## config.mk

```make
export PLATFORM = sky130hd
export DESIGN_NAME = fnc_cents
export DESIGN_NICKNAME = d
export VERILOG_FILES = /design/src/hdl/fnc_pkg.sv /design/src/hdl/fnc_cents.sv
export SDC_FILE = /design/constraint.sdc
export NUM_CORES = 1
export LEC_CHECK = 0
export BUFFER_PORTS_ARGS = -buffer_cell sky130_fd_sc_hd__buf_2
export CAP_MARGIN = 20
export CORE_UTILIZATION = 47
export DETAILED_ROUTE_END_ITERATION = 12
export PLACE_DENSITY = 0.66
export SKIP_CTS_REPAIR_TIMING = 1
export SLEW_MARGIN = 30
export SYNTH_ARGS = -nofsm -noshare
export SYNTH_HDL_FRONTEND = slang
export SYNTH_SLANG_ARGS = --single-unit
export TNS_END_PERCENT = 50
```

## constraint.sdc

```tcl
create_clock -name clk -period 4.95 [get_ports clk]
set_clock_uncertainty 0.1 [all_clocks]
set_input_delay 1.485 -clock clk [delete_from_list [all_inputs] [get_ports clk]]
set_output_delay 1.485 -clock clk [all_outputs]
set_load 0.02 [all_outputs]
```

## src/hdl/fnc_pkg.sv

```systemverilog
// ----------------------------------------------------------------------------
// fnc_pkg
// Types, constants and the elaboration-time log2 helper of the note tuner.
// ----------------------------------------------------------------------------
package fnc_pkg;

  localparam int FREQ_W    = 24;
  localparam int LOG_FRAC  = 24;
  localparam int MANT_BITS = 30;
  localparam int P_W       = 5;
  localparam int M_W       = MANT_BITS + 1;
  localparam int LOG_W     = P_W + LOG_FRAC;

  localparam int FREQ_LO_HZ = 27;
  localparam int FREQ_HI_HZ = 24000;

  localparam int CM_W = 17;
  localparam int X_W  = 14;
  localparam int Q_W  = 10;
  localparam int S_W  = 7;
  localparam int OCT_W = 4;
  localparam int NOTE_W = 4;
  localparam int DEV_W  = 4;
  localparam int STAT_W = 2;

  localparam logic [10:0]     CENTS_MUL  = 11'd1200;
  localparam logic [CM_W-1:0] CENTS_MIN  = CM_W'(44);
  localparam logic [CM_W-1:0] CENTS_MAX  = CM_W'(8754);
  localparam logic [CM_W-1:0] ROUND_HALF = CM_W'(5);

  localparam logic [15:0] RECIP10    = 16'd52429;
  localparam int          RECIP10_SH = 19;
  localparam logic [5:0]  RECIP12    = 6'd43;
  localparam int          RECIP12_SH = 9;
  localparam logic [Q_W:0] SNAP_BIAS = (Q_W+1)'(4);
  localparam logic [NOTE_W-1:0] NOTE_C = NOTE_W'(3);

  // bit i set for the black keys, A at bit 0
  localparam logic [11:0] SHARP_MASK = 12'b1010_0101_0010;

  localparam logic [STAT_W-1:0] ST_RANGE = 2'd0;
  localparam logic [STAT_W-1:0] ST_BELOW = 2'd1;
  localparam logic [STAT_W-1:0] ST_ABOVE = 2'd2;
  localparam logic [STAT_W-1:0] ST_NOTE  = 2'd3;

  typedef struct packed {
    logic             inr;
    logic [LOG_W-1:0] lg;
  } fnc_log_t;

  typedef struct packed {
    logic [STAT_W-1:0] status;
    logic              neg;
    logic [X_W-1:0]    x;
  } fnc_cents_t;

  typedef struct packed {
    logic [STAT_W-1:0]       status;
    logic [NOTE_W-1:0]       note_index;
    logic                    is_sharp;
    logic [OCT_W-1:0]        octave;
    logic signed [DEV_W-1:0] deviation;
  } fnc_res_t;

  // same squaring log2 as the datapath, evaluated at elaboration only
  function automatic logic [LOG_W-1:0] fnc_log2_const(input logic [31:0] x);
    logic [63:0]         m;
    logic [LOG_FRAC-1:0] frac;
    logic [P_W-1:0]      p;
    p    = '0;
    frac = '0;
    for (int i = 0; i < 31; i++) begin
      if (x[i]) begin
        p = P_W'(i);
      end
    end
    m = 64'(x) << (P_W'(MANT_BITS) - p);
    for (int i = 0; i < LOG_FRAC; i++) begin
      m    = (m * m) >> MANT_BITS;
      frac = {frac[LOG_FRAC-2:0], 1'b0};
      if (m >= (64'd2 << MANT_BITS)) begin
        m       = m >> 1;
        frac[0] = 1'b1;
      end
    end
    return {p, frac};
  endfunction

  localparam logic [LOG_W-1:0] LOG2_55 = fnc_log2_const(32'd55);

endpackage

```

## src/hdl/fnc_cents.sv

```systemverilog
// ----------------------------------------------------------------------------
// fnc_cents
// Log difference to A0, scale to cents and classify the reading.
// ----------------------------------------------------------------------------
module fnc_cents import fnc_pkg::*; #(
  parameter int FREQ_FRAC_BITS = 8
) (
  input  logic       clk,
  input  logic       rst_n,
  input  logic       en,
  input  logic       in_vld,
  input  fnc_log_t   in_log,
  output logic       out_vld,
  output fnc_cents_t out_cents
);

  localparam int D_W    = LOG_W + 2;
  localparam int MAG_W  = D_W - 1;
  localparam int PROD_W = MAG_W + 11;
  // log2 of 27.5 plus the input scaling, in log units
  localparam logic [D_W-1:0] LOG_OFS = (D_W'(FREQ_FRAC_BITS) << LOG_FRAC)
                                     + D_W'(LOG2_55) - (D_W'(1) << LOG_FRAC);

  logic              d_vld_r;
  logic              d_neg_r, d_neg_nxt;
  logic [MAG_W-1:0]  d_mag_r, d_mag_nxt;
  logic              d_inr_r;
  logic [D_W-1:0]    diff, diff_neg;

  logic              e_vld_r;
  logic              e_neg_r;
  logic              e_inr_r;
  logic [PROD_W-1:0] e_prod_r, e_prod_nxt;

  logic              f_vld_r;
  fnc_cents_t        f_cents_r, f_cents_nxt;
  logic [CM_W-1:0]   cmag;

  always_comb begin
    diff      = D_W'(in_log.lg) - LOG_OFS;
    diff_neg  = -diff;
    d_neg_nxt = diff[D_W-1];
    d_mag_nxt = d_neg_nxt ? diff_neg[MAG_W-1:0] : diff[MAG_W-1:0];
  end

  assign e_prod_nxt = PROD_W'(d_mag_r) * PROD_W'(CENTS_MUL);

  always_comb begin
    cmag            = e_prod_r[PROD_W-1:LOG_FRAC];
    f_cents_nxt.neg = e_neg_r;
    // negative readings truncate, positive ones round half up
    f_cents_nxt.x   = e_neg_r ? cmag[X_W-1:0] : X_W'(cmag + ROUND_HALF);
    if (!e_inr_r) begin
      f_cents_nxt.status = ST_RANGE;
    end else if (e_neg_r && (cmag > CENTS_MIN)) begin
      f_cents_nxt.status = ST_BELOW;
    end else if (!e_neg_r && (cmag > CENTS_MAX)) begin
      f_cents_nxt.status = ST_ABOVE;
    end else begin
      f_cents_nxt.status = ST_NOTE;
    end
  end

  always_ff @(posedge clk) begin
    if (!rst_n) begin
      d_vld_r <= 1'b0;
      e_vld_r <= 1'b0;
      f_vld_r <= 1'b0;
    end else if (en) begin
      d_vld_r <= in_vld;
      e_vld_r <= d_vld_r;
      f_vld_r <= e_vld_r;
    end
  end

  always_ff @(posedge clk) begin
    if (en) begin
      d_neg_r   <= d_neg_nxt;
      d_mag_r   <= d_mag_nxt;
      d_inr_r   <= in_log.inr;
      e_neg_r   <= d_neg_r;
      e_inr_r   <= d_inr_r;
      e_prod_r  <= e_prod_nxt;
      f_cents_r <= f_cents_nxt;
    end
  end

  assign out_vld   = f_vld_r;
  assign out_cents = f_cents_r;

endmodule

```

* Word level (Yosys, flattened, before mapping)
Index checks and enable logic that the tools add are counted.
** Operators by class
- Add/subtract/negate cells :: 3
- Multipliers :: 1
- Div/mod/pow operators :: 0
- Order comparisons :: 2
- Eq/ne operators :: 0
- Shifts and indexed selects :: 0
- Muxes and demuxes :: 4
- Bitwise operators :: 1
- Reduce and logical (&&, ||, !) cells :: 4
** Operators with widths (number)
- $mul 30x7->37 const B :: 1
- $mux 30 :: 1
- $neg 30->30 :: 1
- $sub 29x28->30 const B :: 1
- $gt 17x14->1 const B :: 1
- $gt 17x6->1 const B :: 1
- $add 14x3->14 const B :: 1
- $mux 14 :: 1
- $logic_and 1x1->1 :: 2
- $mux 1 :: 2
- $reduce_or 2->1 :: 1
- $logic_not 1->1 :: 1
- $not 1->1 :: 1
** Storage, ports and cells
- Register bits :: 91
- Latch bits :: 0
- RAM bits :: 0
- Bits in read-only memories :: 0
- Bits of input ports :: 34
- Output and inout port bits :: 18
- Logic and storage cells :: 28
- Memories kept :: 0

* Depth between registers and ports, before layout
- Depth after elaboration :: 4
- Depth in mapped cells :: 15

* Worst setup path before layout
OpenSTA, ideal clock, no wires.
- Kind :: register to register
- From :: reg d_mag_r[8]
- To :: reg e_prod_r[34] (data pin)
- Arrival :: 3.994 ns
- Data required time :: 4.676 ns
- Path slack :: 0.682 ns
- Cell stages (with the launch flop) :: 16
- Cells stage by stage :: edfxtp_1 ha_1 ha_1 fa_1 inv_1 fa_1 inv_1 ha_1 nand3_1 a2111oi_0 o311ai_1 a211oi_2 o21ai_1 a21oi_1 nor4b_1 a311oi_1
** On the way
- Longest elaborated chain between the ends :: 1
** RTL lines
- start: declaration :: RTL line fnc_cents.sv:26 : logic [MAG_W-1:0] d_mag_r, d_mag_nxt;
- start signal: assignment :: RTL line fnc_cents.sv:79 : d_mag_r <= d_mag_nxt;
- $mul 30x7->37 :: RTL line fnc_cents.sv:46 : assign e_prod_nxt = PROD_W'(d_mag_r) * PROD_W'(CENTS_MUL);
- via e_prod_nxt[34] :: RTL line fnc_cents.sv:33 : logic [PROD_W-1:0] e_prod_r, e_prod_nxt;
- end signal: assignment :: RTL line fnc_cents.sv:83 : e_prod_r <= e_prod_nxt;
- end: declaration :: RTL line fnc_cents.sv:33
The timed path passes the listed nets, and every way through them passes these cells.
A chain may end at the register's enable or synchronous reset.

* Worst setup path after layout
- From :: reg d_mag_r[4]
- To :: reg e_prod_r[40] (data pin)
Same word-level chain as after synthesis.

==> impl_results.md <==
* Run status: finished, final reports clean
* DRT Wirelength at 12,170 um
* Clock sink count at 71
* PwrDens at 590.8 nW/um^2
* Async SR Flop Fraction at 0%
* P&R area growth vs syn at 10.59%
* DR pass1 iterations at 4
* Worst-path clk slew at 50 ps
* Cell area after layout at 7986 sq um
* Hold WC Path Type: reg -> reg
* Post-Synthesis Cells at 693
* Vias in the first global route at 4,895
* Max stage delay on crit path at 530 ps
* Share of Yosys cell area claimed by the top area cell type at 28.27%
* Clock Latency Late Sink at 340 ps
* CP top delay family: adder cells
* Final core utilization at 54.13%
* Multi-input gate area at 4636 sq um
* RD Place Congestion at 0.8569
* Syn_area_per_cell at 10.42 sq um
* GRT met2 Usage at 28.21%
* Initial antenna violation count at 0
* Die width at 126.0 um
* Routed length per instance at 13.00 um
* Leading cell types in the layout, fill and taps excluded: inv_1, ha_1, edfxtp_1
* Max Transition Viols Final at 0
* Area leader, netlist: edfxtp_1
* Critical path capture point type: flop
* Syn Std Cell Area at 7222 sq um
* Placed Cells incl. Taps at 920
* CP required at 4940 ps
* Clk buf depth at 2
* Peak supply drop at 0.3015 mV
* Total power draw at 4.718 mW
* Type of the worst setup path: reg -> reg
* Syn. warnings at 0
* Critical Path, Cell by Cell: ha_1 -> ha_1 -> inv_1 -> fa_1 -> inv_1 -> fa_1 -> ha_1 -> nand2_1 -> nand3_1 -> o311ai_1 -> a211oi_2 -> o2111ai_1 -> a21oi_2 -> o31a_1 -> or2_2
* DR DRC count at 0
* Top post-synthesis cells by area: edfxtp_1, ha_1, fa_1
* Die Ht at 126.0 um
* DR iter-0 viols at 165
* F_max at 212.0 MHz
* Met1 Use GR at 21.22%
* Most common cell after layout, fill and taps aside: inv_1
* Buffers added on ports at 51
* Num rows at 44
* Final min period at 4717 ps
* Avg Vias per Cell at 5.172
* Critical Path AT at 4710 ps
* M3 GR Usage at 2.464%
* Max_slew headroom at 38.57%
* GRT Max-Usage Layer: met2
* Post-DP Area at 7672 sq um
* Least-Margin Pin Slew at 915.9 ps
* CP max stage cell: fa_1
* Layout Cells excl Fill at 936
* CTS tree: yes
* Root Buffer: clkbuf_16
* Sequential cell area fraction in the yosys report at 29.11%
* First-pass GRT wire length at 21,550 um
* Diode count at 0
* Max cap viols at 0
* Fin. Hold Viols at 0
* Endpoints failing setup at 0
* Gr usage total at 16.67%
* Cts bufs inserted at 9
* Largest net degree at the start of global routing at 35
* P_leak at 3.683 nW
* Netlist cell types at 71
* DP Wirelength at 10,260 um
* EDFF count, synth at 68
* Dominant synthesized flop cell: edfxtp_1
* Total grt overflow at 0
* Final period utilization at 95.29%
* Routed Antenna Nets at 0
* Critical path peak fanout at 4
* IO Count at 52
* Seq. cell area at 2102 sq um
* Post-Syn Nets at 883
* Via count at 4,841
* DIE AREA at 15,870 sq um
* Nets at 937
* Initial Utilization at 48.95%
* RSZ-0062 raised after global routing: false
* WP buf/inv at 2
* Startpoint Class: flop
* Flops & latches, synth at 71
* Fillers at 1,337
* Depth of the CTS H-tree at 3
* Core ar. at 14,750 sq um
* Share of cells above drive strength 1 at 12.63%
* Setup_tns at 0 ps
* Most used cell, CP: ha_1
## stage by stage
| stage | hold WS, ps | setup slack, ps |
|---|---|---|
| after floorplan | 300.3 | 682.1 |
| after global placement | 322.4 | 329.8 |
| after detailed placement | 318.4 | 181.3 |
| after CTS | 343.0 | 187.5 |
| after global routing | 362.3 | 1.522 |
| final | 332.4 | 233.0 |
## per-layer routing
layer | routed length (um) | vias up
met5 | 0 | -
met4 | 229 | 0
met3 | 307 | 14
met2 | 5790 | 86
met1 | 5837 | 2243
li1 | - | 2498
## final timing paths
check / startpoint / end / slack (ps) / cells past startpoint
max: d_mag_r[4]$_DFFE_PP_ / e_prod_r[40]$_DFFE_PP_ / 230 / 15
max reg2reg: d_mag_r[4]$_DFFE_PP_ / e_prod_r[40]$_DFFE_PP_ / 230 / 15
min: d_inr_r$_DFFE_PP_ / e_inr_r$_DFFE_PP_ / 330 / 0
min reg2reg: d_inr_r$_DFFE_PP_ / e_inr_r$_DFFE_PP_ / 330 / 0
## Yosys cell counts (3+ instances only)
cell type and count:
xnor2_1 49, and3_1 7, nand2b_1 9, o211ai_1 3, or3_1 4, nor2b_1 7, nor2_1 34, edfxtp_1 68
clkbuf_1 5, nand3_1 15, a211oi_1 4, o21ai_0 24, inv_1 116, a21oi_1 31, nor4_1 3, a21o_1 11
fa_1 50, dfxtp_1 3, xor2_1 20, o311ai_1 3, a31oi_1 8, ha_1 106, nor3_1 10, o31ai_1 6
nand2_1 24, and2_1 4, nand4_1 5, o21ai_1 4, or2_2 3, mux2i_1 6
## registers in the layout, indices dropped and copies added (netlist names)
signal	count
e_neg_r	1
e_vld_r	1
d_vld_r	1
out_cents	17
d_inr_r	1
d_mag_r	30
e_inr_r	1
e_prod_r	17
out_vld	1
d_neg_r	1
## cells by family (layout without fill, tap and decap cells)
logic type | Yosys count | in the layout | synth area share, %
flops | 71 | 71 | 29.11
other cells | 1 | 1 | 0.05193
compound gates | 115 | 115 | 10.50
mux | 7 | 7 | 0.9875
simple gates | 145 | 145 | 11.42
buf+inv | 127 | 186 | 6.895
xor+xnor | 71 | 71 | 8.819
fa+ha+maj | 156 | 156 | 32.22
## where the power goes
| part | internal, mW | total [mW] | switching, mW | leakage [nW] |
|---|---|---|---|---|
| combinational | 1.30 | 2.96 | 1.66 | 2.84 |
| clock | 0.436 | 0.657 | 0.221 | 0.149 |
| sequential | 0.974 | 1.10 | 0.129 | 0.691 |
| total | 2.71 | 4.72 | 2.01 | 3.68 |
## area by class of cell
cell class,count,area share (%)
multi-input cells,495,58.04
flip-flops and latches,71,26.32
inverters,116,5.452
repair buffers,54,3.478
clock buffers,11,2.914
well taps,184,2.883
clock inverters,5,0.9087
Note: power is estimated with default switching activity, not from simulation.
