## src/hdl/fnc_pkg.sv

```systemverilog
// ----------------------------------------------------------------------------
// fnc_pkg
// Types, constants and the elaboration-time log2 helper of the note tuner.
// ----------------------------------------------------------------------------
package fnc_pkg;

  localparam int FREQ_W    = 24;
  localparam int LOG_FRAC  = 24;
  localparam int MANT_BITS = 30;
  localparam int P_W       = 5;
  localparam int M_W       = MANT_BITS + 1;
  localparam int LOG_W     = P_W + LOG_FRAC;

  localparam int FREQ_LO_HZ = 27;
  localparam int FREQ_HI_HZ = 24000;

  localparam int CM_W = 17;
  localparam int X_W  = 14;
  localparam int Q_W  = 10;
  localparam int S_W  = 7;
  localparam int OCT_W = 4;
  localparam int NOTE_W = 4;
  localparam int DEV_W  = 4;
  localparam int STAT_W = 2;

  localparam logic [10:0]     CENTS_MUL  = 11'd1200;
  localparam logic [CM_W-1:0] CENTS_MIN  = CM_W'(44);
  localparam logic [CM_W-1:0] CENTS_MAX  = CM_W'(8754);
  localparam logic [CM_W-1:0] ROUND_HALF = CM_W'(5);

  localparam logic [15:0] RECIP10    = 16'd52429;
  localparam int          RECIP10_SH = 19;
  localparam logic [5:0]  RECIP12    = 6'd43;
  localparam int          RECIP12_SH = 9;
  localparam logic [Q_W:0] SNAP_BIAS = (Q_W+1)'(4);
  localparam logic [NOTE_W-1:0] NOTE_C = NOTE_W'(3);

  // bit i set for the black keys, A at bit 0
  localparam logic [11:0] SHARP_MASK = 12'b1010_0101_0010;

  localparam logic [STAT_W-1:0] ST_RANGE = 2'd0;
  localparam logic [STAT_W-1:0] ST_BELOW = 2'd1;
  localparam logic [STAT_W-1:0] ST_ABOVE = 2'd2;
  localparam logic [STAT_W-1:0] ST_NOTE  = 2'd3;

  typedef struct packed {
    logic             inr;
    logic [LOG_W-1:0] lg;
  } fnc_log_t;

  typedef struct packed {
    logic [STAT_W-1:0] status;
    logic              neg;
    logic [X_W-1:0]    x;
  } fnc_cents_t;

  typedef struct packed {
    logic [STAT_W-1:0]       status;
    logic [NOTE_W-1:0]       note_index;
    logic                    is_sharp;
    logic [OCT_W-1:0]        octave;
    logic signed [DEV_W-1:0] deviation;
  } fnc_res_t;

  // same squaring log2 as the datapath, evaluated at elaboration only
  function automatic logic [LOG_W-1:0] fnc_log2_const(input logic [31:0] x);
    logic [63:0]         m;
    logic [LOG_FRAC-1:0] frac;
    logic [P_W-1:0]      p;
    p    = '0;
    frac = '0;
    for (int i = 0; i < 31; i++) begin
      if (x[i]) begin
        p = P_W'(i);
      end
    end
    m = 64'(x) << (P_W'(MANT_BITS) - p);
    for (int i = 0; i < LOG_FRAC; i++) begin
      m    = (m * m) >> MANT_BITS;
      frac = {frac[LOG_FRAC-2:0], 1'b0};
      if (m >= (64'd2 << MANT_BITS)) begin
        m       = m >> 1;
        frac[0] = 1'b1;
      end
    end
    return {p, frac};
  endfunction

  localparam logic [LOG_W-1:0] LOG2_55 = fnc_log2_const(32'd55);

endpackage

```

## src/hdl/fnc_note.sv

```systemverilog
// ----------------------------------------------------------------------------
// fnc_note
// Tens of cents, semitone snap and split into note, octave and deviation.
// ----------------------------------------------------------------------------
module fnc_note import fnc_pkg::*; (
  input  logic       clk,
  input  logic       rst_n,
  input  logic       en,
  input  logic       in_vld,
  input  fnc_cents_t in_cents,
  output logic       out_vld,
  output fnc_res_t   out_res
);

  localparam int G_PW = X_W + 16;
  localparam int H_PW = Q_W + 1 + 16;
  localparam int J_PW = S_W + 6;

  // g: tens of cents
  logic              g_vld_r;
  logic [STAT_W-1:0] g_status_r;
  logic              g_neg_r;
  logic [Q_W-1:0]    g_q_r, g_q_nxt;

  // h: semitone count
  logic              h_vld_r;
  logic [STAT_W-1:0] h_status_r;
  logic              h_neg_r;
  logic [Q_W-1:0]    h_q_r;
  logic [S_W-1:0]    h_semis_r, h_semis_nxt;
  logic [Q_W:0]      h_y;

  // i: deviation from the semitone
  logic              i_vld_r;
  logic [STAT_W-1:0] i_status_r;
  logic [S_W-1:0]    i_semis_r, i_semis_nxt;
  logic [DEV_W-1:0]  i_dev_r, i_dev_nxt;
  logic [Q_W:0]      i_ten_s, i_diff;

  // j: semitones per octave
  logic              j_vld_r;
  logic [STAT_W-1:0] j_status_r;
  logic [S_W-1:0]    j_semis_r;
  logic [DEV_W-1:0]  j_dev_r;
  logic [OCT_W-1:0]  j_q12_r, j_q12_nxt;

  // k: result
  logic              k_vld_r;
  fnc_res_t          k_res_r, k_res_nxt;
  logic [S_W-1:0]    k_rem;
  logic [NOTE_W-1:0] k_note;

  assign g_q_nxt = Q_W'((G_PW'(in_cents.x) * G_PW'(RECIP10)) >> RECIP10_SH);

  always_comb begin
    h_y         = (Q_W+1)'(g_q_r) + SNAP_BIAS;
    h_semis_nxt = S_W'((H_PW'(h_y) * H_PW'(RECIP10)) >> RECIP10_SH);
  end

  always_comb begin
    i_ten_s = ((Q_W+1)'(h_semis_r) << 3) + ((Q_W+1)'(h_semis_r) << 1);
    i_diff  = (Q_W+1)'(h_q_r) - i_ten_s;
    // below A0 the reading snaps to A0 itself
    if (h_neg_r) begin
      i_semis_nxt = '0;
      i_dev_nxt   = DEV_W'(-(Q_W+1)'(h_q_r));
    end else begin
      i_semis_nxt = h_semis_r;
      i_dev_nxt   = i_diff[DEV_W-1:0];
    end
  end

  assign j_q12_nxt = OCT_W'((J_PW'(i_semis_r) * J_PW'(RECIP12)) >> RECIP12_SH);

  always_comb begin
    k_rem  = j_semis_r - ((S_W'(j_q12_r) << 3) + (S_W'(j_q12_r) << 2));
    k_note = k_rem[NOTE_W-1:0];
    k_res_nxt.status = j_status_r;
    if (j_status_r == ST_NOTE) begin
      k_res_nxt.note_index = k_note;
      k_res_nxt.is_sharp   = SHARP_MASK[k_note];
      // octave number steps up at C
      k_res_nxt.octave     = j_q12_r + OCT_W'(k_note >= NOTE_C);
      k_res_nxt.deviation  = j_dev_r;
    end else begin
      k_res_nxt.note_index = '0;
      k_res_nxt.is_sharp   = 1'b0;
      k_res_nxt.octave     = '0;
      k_res_nxt.deviation  = '0;
    end
  end

  always_ff @(posedge clk) begin
    if (!rst_n) begin
      g_vld_r <= 1'b0;
      h_vld_r <= 1'b0;
      i_vld_r <= 1'b0;
      j_vld_r <= 1'b0;
      k_vld_r <= 1'b0;
    end else if (en) begin
      g_vld_r <= in_vld;
      h_vld_r <= g_vld_r;
      i_vld_r <= h_vld_r;
      j_vld_r <= i_vld_r;
      k_vld_r <= j_vld_r;
    end
  end

  always_ff @(posedge clk) begin
    if (en) begin
      g_status_r <= in_cents.status;
      g_neg_r    <= in_cents.neg;
      g_q_r      <= g_q_nxt;
      h_status_r <= g_status_r;
      h_neg_r    <= g_neg_r;
      h_q_r      <= g_q_r;
      h_semis_r  <= h_semis_nxt;
      i_status_r <= h_status_r;
      i_semis_r  <= i_semis_nxt;
      i_dev_r    <= i_dev_nxt;
      j_status_r <= i_status_r;
      j_semis_r  <= i_semis_r;
      j_dev_r    <= i_dev_r;
      j_q12_r    <= j_q12_nxt;
      k_res_r    <= k_res_nxt;
    end
  end

  assign out_vld = k_vld_r;
  assign out_res = k_res_r;

endmodule

```

## config.mk

```make
export PLATFORM = sky130hd
export DESIGN_NAME = fnc_note
export DESIGN_NICKNAME = d
export VERILOG_FILES = /design/src/hdl/fnc_pkg.sv /design/src/hdl/fnc_note.sv
export SDC_FILE = /design/constraint.sdc
export NUM_CORES = 1
export LEC_CHECK = 0
export BUFFER_PORTS_ARGS = -buffer_cell sky130_fd_sc_hd__buf_2
export CAP_MARGIN = 20
export CORE_MARGIN = 3
export CORE_UTILIZATION = 60
export CTS_CLUSTER_DIAMETER = 200
export DETAILED_ROUTE_END_ITERATION = 16
export PLACE_DENSITY = 0.87
export SYNTH_ARGS = -nofsm -noshare
export SYNTH_HDL_FRONTEND = slang
export SYNTH_SLANG_ARGS = --single-unit
export TNS_END_PERCENT = 100
```

## constraint.sdc

```tcl
create_clock -name clk -period 9.45 [get_ports clk]
set_clock_uncertainty 0.1 [all_clocks]
set_input_delay 2.835 -clock clk [delete_from_list [all_inputs] [get_ports clk]]
set_output_delay 2.835 -clock clk [all_outputs]
set_load 0.02 [all_outputs]
```

# Word level (Yosys, flattened, before mapping)
# Memories as Yosys holds them, arrays and structs flattened. A register that Yosys moved wholly into a read port is not among the register bits.
# Index checks and enable logic that the tools add are counted.
[totals] output_inout_bits=16 wordCells=38 ff_bits=73 mem_bits_ro=16 memories=1 input_bits=21
[memory_table] name="(name not given)" depth=16 word_bits=1 read_ports=1 rd_ports_with_merged_regs=1 wr=0 line="fnc_note.sv:81" source="k_res_nxt.is_sharp = SHARP_MASK[k_note];"
[classes] n_lt_le_gt_ge=1 n_mux=1 add_sub_neg=7 n_eq_ne=1 n_reduce_logical=1 n_mul=3
[ops] cell="$mul A14 B16 Y29 const B" n=1
[ops] cell="$mul A11 B16 Y26 const B" n=1
[ops] cell="$mul A7 B6 Y13 const B" n=1
[ops] cell="$add A10 B3 Y11 const B" n=1
[ops] cell="$add A4 B4 Y4" n=2
[ops] cell="$sub A4 B4 Y4" n=2
[ops] cell="$add A4 B1 Y4" n=1
[ops] cell="$ge A4 B2 Y1 const B" n=1
[ops] cell="$mux W4" n=1
[ops] cell="$neg A4 Y4" n=1
[ops] cell="$eq A2 B2 Y1 const B" n=1
[ops] cell="$logic_not A1 Y1" n=1

# Depth between registers and ports, before layout
[logic_depth] depth_word=4 depth_mapped=22

# Worst setup path before layout
# No wires, ideal clock.
[synth_timing] kind="input to register" from="input in_cents[12] in the netlist's numbering" to="register g_q_r[9], data pin" path_slack_ns=1.588 cell_stages=20 arrival_time_ns=7.502 path_buffers=0 required_ns=9.090 setup_ns=0.260 path_cell_list="inv_1 > ha_1 > inv_1 > fa_1 > fa_1 > inv_1 > fa_1 > inv_1 > fa_1 > inv_1 > fa_1 > inv_1 > ha_1 > a211oi_2 > o22ai_1 > o311ai_2 > o211ai_2 > a211o_1 > a31oi_1 > xnor2_1"
[synth_between] elab_chain_cells=1
[synth_rtl] element="start: declaration" line="fnc_note.sv:10" source="input fnc_cents_t in_cents,"
[synth_rtl] element="$mul A14 B16 Y29" line="fnc_note.sv:53" source="assign g_q_nxt = Q_W'((G_PW'(in_cents.x) * G_PW'(RECIP10)) >> RECIP10_SH);"
[synth_rtl] element="via g_q_nxt[9]" line="fnc_note.sv:23" source="logic [Q_W-1:0] g_q_r, g_q_nxt;"
[synth_rtl] element="end signal: assignment" line="fnc_note.sv:113" source="g_q_r <= g_q_nxt;"
[synth_rtl] element="end: declaration" line="fnc_note.sv:23"
# The timed path passes the listed nets, and every way through them passes these cells.
# A chain may end at the register's enable or synchronous reset.

# Worst setup path after layout
[layout_timing] from="input in_cents[12] in the netlist's numbering" to="register g_q_r[4], data pin"
# The elaborated chain is that of the path after synthesis.

==> metrics.md <==
| Metric | Value |
|---|---|
| CP Capture Type | `flip-flop` |
| Max transition margin | `0.392` |
| FF-to-FF path depth | `21` |
| Yosys warns | `0` |
| DP HPWL | `13.6 mm` |
| Post-synthesis sequential area ratio | `0.237` |
| Core area | `14800 um2` |
| Via count | `5917` |
| Max-cap violations | `0` |
| Post-synthesis compound-gate area fraction | `0.0617` |
| Share of layout cells above drive strength 1 | `0.0679` |
| Die X-Extent | `130 um` |
| Fin crit period | `7.98 ns` |
| Critical path's slowest cell | `fa_1` |
| Post-synth cell types | `54` |
| CP arrival | `7.96 ns` |
| Net count after synthesis | `1175` |
| Simple-gate area share of the yosys netlist | `0.0606` |
| Initial core utilization | `0.622` |
| Yosys top cell area share | `0.283` |
| Data required time of the critical path | `9.43 ns` |
| Vias in the first global route | `6371` |
| Final setup vio count | `0` |
| Hold Buf Count CTS | `0` |
| Status | `complete, no violations` |
| Setup TNS | `0 ns` |
| Layout Nets | `1221` |
| Crit path top cell by count | `inv_1` |
| Min-Delay Path Depth | `0` |
| Mux contribution to synthesized area | `0.00886` |
| Top_reg_cell synth | `edfxtp_1` |
| Yosys reg bits | `74` |
| DRT antenna net count | `0` |
| Ant. Diodes | `0` |
| Post-CTS resize count | `0` |
| Initial DRT Pass Iterations | `5` |
| Max clock buf depth | `2` |
| Aggregate global-route resource usage | `0.210` |
| Crit-path cells | `buf_2 -> inv_1 -> ha_1 -> inv_1 -> fa_1 -> fa_1 -> inv_1 -> fa_1 -> inv_1 -> fa_1 -> inv_1 -> fa_1 -> inv_1 -> ha_1 -> a211oi_2 -> o22ai_1 -> o311ai_2 -> o2111ai_1 -> a21oi_1 -> o21bai_1 -> xor2_1` |
| Post-Syn Area | `9180 um2` |
| Asr flop ratio synth | `0` |
| DRC Markers | `0` |
| Worst R2R Setup Slack | `3.40 ns` |
| First-pass GRT wire length | `28.4 mm` |
| CTS tree | `built` |
| Unrepaired setup endpoints after global routing | `no` |
| Initial DRC Count | `278` |
| Most area-hungry cell type in the Yosys netlist | `ha_1` |
| CP max stage delay | `0.59 ns` |
| Rows | `44` |
| Final Max Slew Viols | `0` |
| Number of synthesized flops with an enable pin | `69` |
| Setup bufs post-CTS | `0` |
| WL/cell | `14.9 um` |
| Largest driver fanout on the critical path | `4` |
| Syn Inst Count | `848` |
| Post-synthesis adder-cell area fraction | `0.497` |
| WS Path Type | `in -> reg` |
| Largest net degree at the start of global routing | `75` |
| Die Area | `16800 um2` |
| Final period utilization | `0.845` |
| Most common cell after layout, fill and taps aside | `inv_1` |
| Routability cong. | `0.906` |
| R2R Path Start | `g_q_r[2]$_DFFE_PP_` |
| GR Overflow Total | `0` |
| Syn-to-layout area delta | `7.94%` |
| Clk root buf | `clkbuf_16` |
| Number of CTS-inserted buffers | `9` |
| FMAX | `0.125 GHz` |
| IO Port Bufs | `36` |
| Worst min-delay path endpoint | `i_status_r[1]$_DFFE_PP_` |
| Die Height | `130 um` |
| Clock slew at reported path FFs | `0.06 ns` |
| Clock sinks | `74` |
| Hold_sp | `h_status_r[1]$_DFFE_PP_` |
| Top post-synthesis cells by area | `ha_1 28%, edfxtp_1 23%, fa_1 21%, inv_1 9.5%, xnor2_1 2.9%` |
| Most frequent cells in the layout | `233 x inv_1, 208 x ha_1, 98 x fa_1` |
| I/O pin cnt | `37` |
| Crit Reg-Reg Endpoint | `h_semis_r[4]$_DFFE_PP_` |
| Mapped Avg Cell Area | `10.8 um2` |
| Crit start category | `input pin` |
| HP Class | `reg -> reg` |
| Least-Margin Pin Slew | `0.912 ns` |
| H-tree depth | `3` |
| Main combinational cell family by area after synthesis | `adder cells` |
| Final hold viol count | `0` |
| Vias/cell | `5.46` |
| Final WL | `16.1 mm` |
| Initial antenna violation count | `0` |
| Xor/xnor share of the synthesized area | `0.0391` |
| Worst-Skew Late Latency | `0.34 ns` |
## worst max path at each step
stage,slack (ns),end,from
3_5_place_dp,1.11,g_q_r[4]$_DFFE_PP_,in_cents[12]
5_1_grt,1.14,g_q_r[4]$_DFFE_PP_,in_cents[12]
2_1_floorplan,1.59,g_q_r[9]$_DFFE_PP_,in_cents[12]
3_3_place_gp,1.24,g_q_r[9]$_DFFE_PP_,in_cents[12]
4_1_cts,1.47,g_q_r[4]$_DFFE_PP_,in_cents[12]
6_report,1.47,g_q_r[4]$_DFFE_PP_,in_cents[12]
## registers in the layout, indices dropped and copies added (netlist names)
name / cells
out_res: 15
g_q_r: 10
h_semis_r: 7
i_semis_r: 7
h_q_r: 4
i_dev_r: 4
j_dev_r: 4
j_q12_r: 4
j_semis_r: 4
g_status_r: 2
h_status_r: 2
i_status_r: 2
j_status_r: 2
g_neg_r: 1
g_vld_r: 1
h_neg_r: 1
h_vld_r: 1
i_vld_r: 1
j_vld_r: 1
out_vld: 1
## critical path, delay by kind of cell
family / cells / cell delay, ns
buf+inv: 7 / 0.44
compound gates: 6 / 1.27
xor+xnor: 1 / 0.15
fa+ha+maj: 7 / 3.26
## stage by stage
stage / utilization / hold slack, ns / cell area (um2) / std cells / setup WS [ns]
6_report: 0.672 / 0.317 / 9910 / 1083 / 1.47
5_1_grt: 0.672 / 0.317 / 9910 / 1083 / 1.14
4_1_cts: 0.672 / 0.316 / 9910 / 1083 / 1.47
3_5_place_dp: 0.650 / 0.305 / 9590 / 1067 / 1.11
3_3_place_gp: 0.650 / 0.301 / 9590 / 1067 / 1.24
2_1_floorplan: - / 0.300 / 9180 / 848 / 1.59
## cells by family (layout without fill, tap and decap cells)
group	Yosys count	in the layout
fa+ha+maj	306	306
buf+inv	235	286
simple gates	108	108
compound gates	76	76
flops	74	74
xor+xnor	41	41
mux	8	8
## metal layers
layer | vias up | share of wire | GRT usage
met5 | - | 0 | 0
li1 | 2876 | - | -
met3 | 34 | 0.043 | 0.0319
met2 | 145 | 0.50 | 0.362
met1 | 2862 | 0.43 | 0.272
met4 | 0 | 0.024 | 0.0697
## synthesized netlist by cell type (all sizes together) (3+ instances only)
master,n
inv,233
ha,208
fa,98
edfxtp,69
xnor2,30
nor2,24
a21oi,22
nand2,20
nor2b,15
nand3,11
xor2,11
and3,9
o21ai,9
a21o,8
mux2i,7
nor3,7
nand4,6
dfxtp,5
o21bai,4
o311ai,4
a211o,3
a211oi,3
a311oi,3
a31oi,3
o31ai,3
## final cells by class
cell class                      count  area, um2
Multi-Input combinational cell    539       6130
Fill cell                        1056       4840
Sequential cell                    74       2170
Inverter                          233        875
Tap cell                          184        230
Clock buffer                       10        229
Timing Repair Buffer               37        188
Clock inverter                      6       90.1
Power is not shown: default switching activity piles up to over one toggle a cycle in this logic, so the estimate is an artifact.
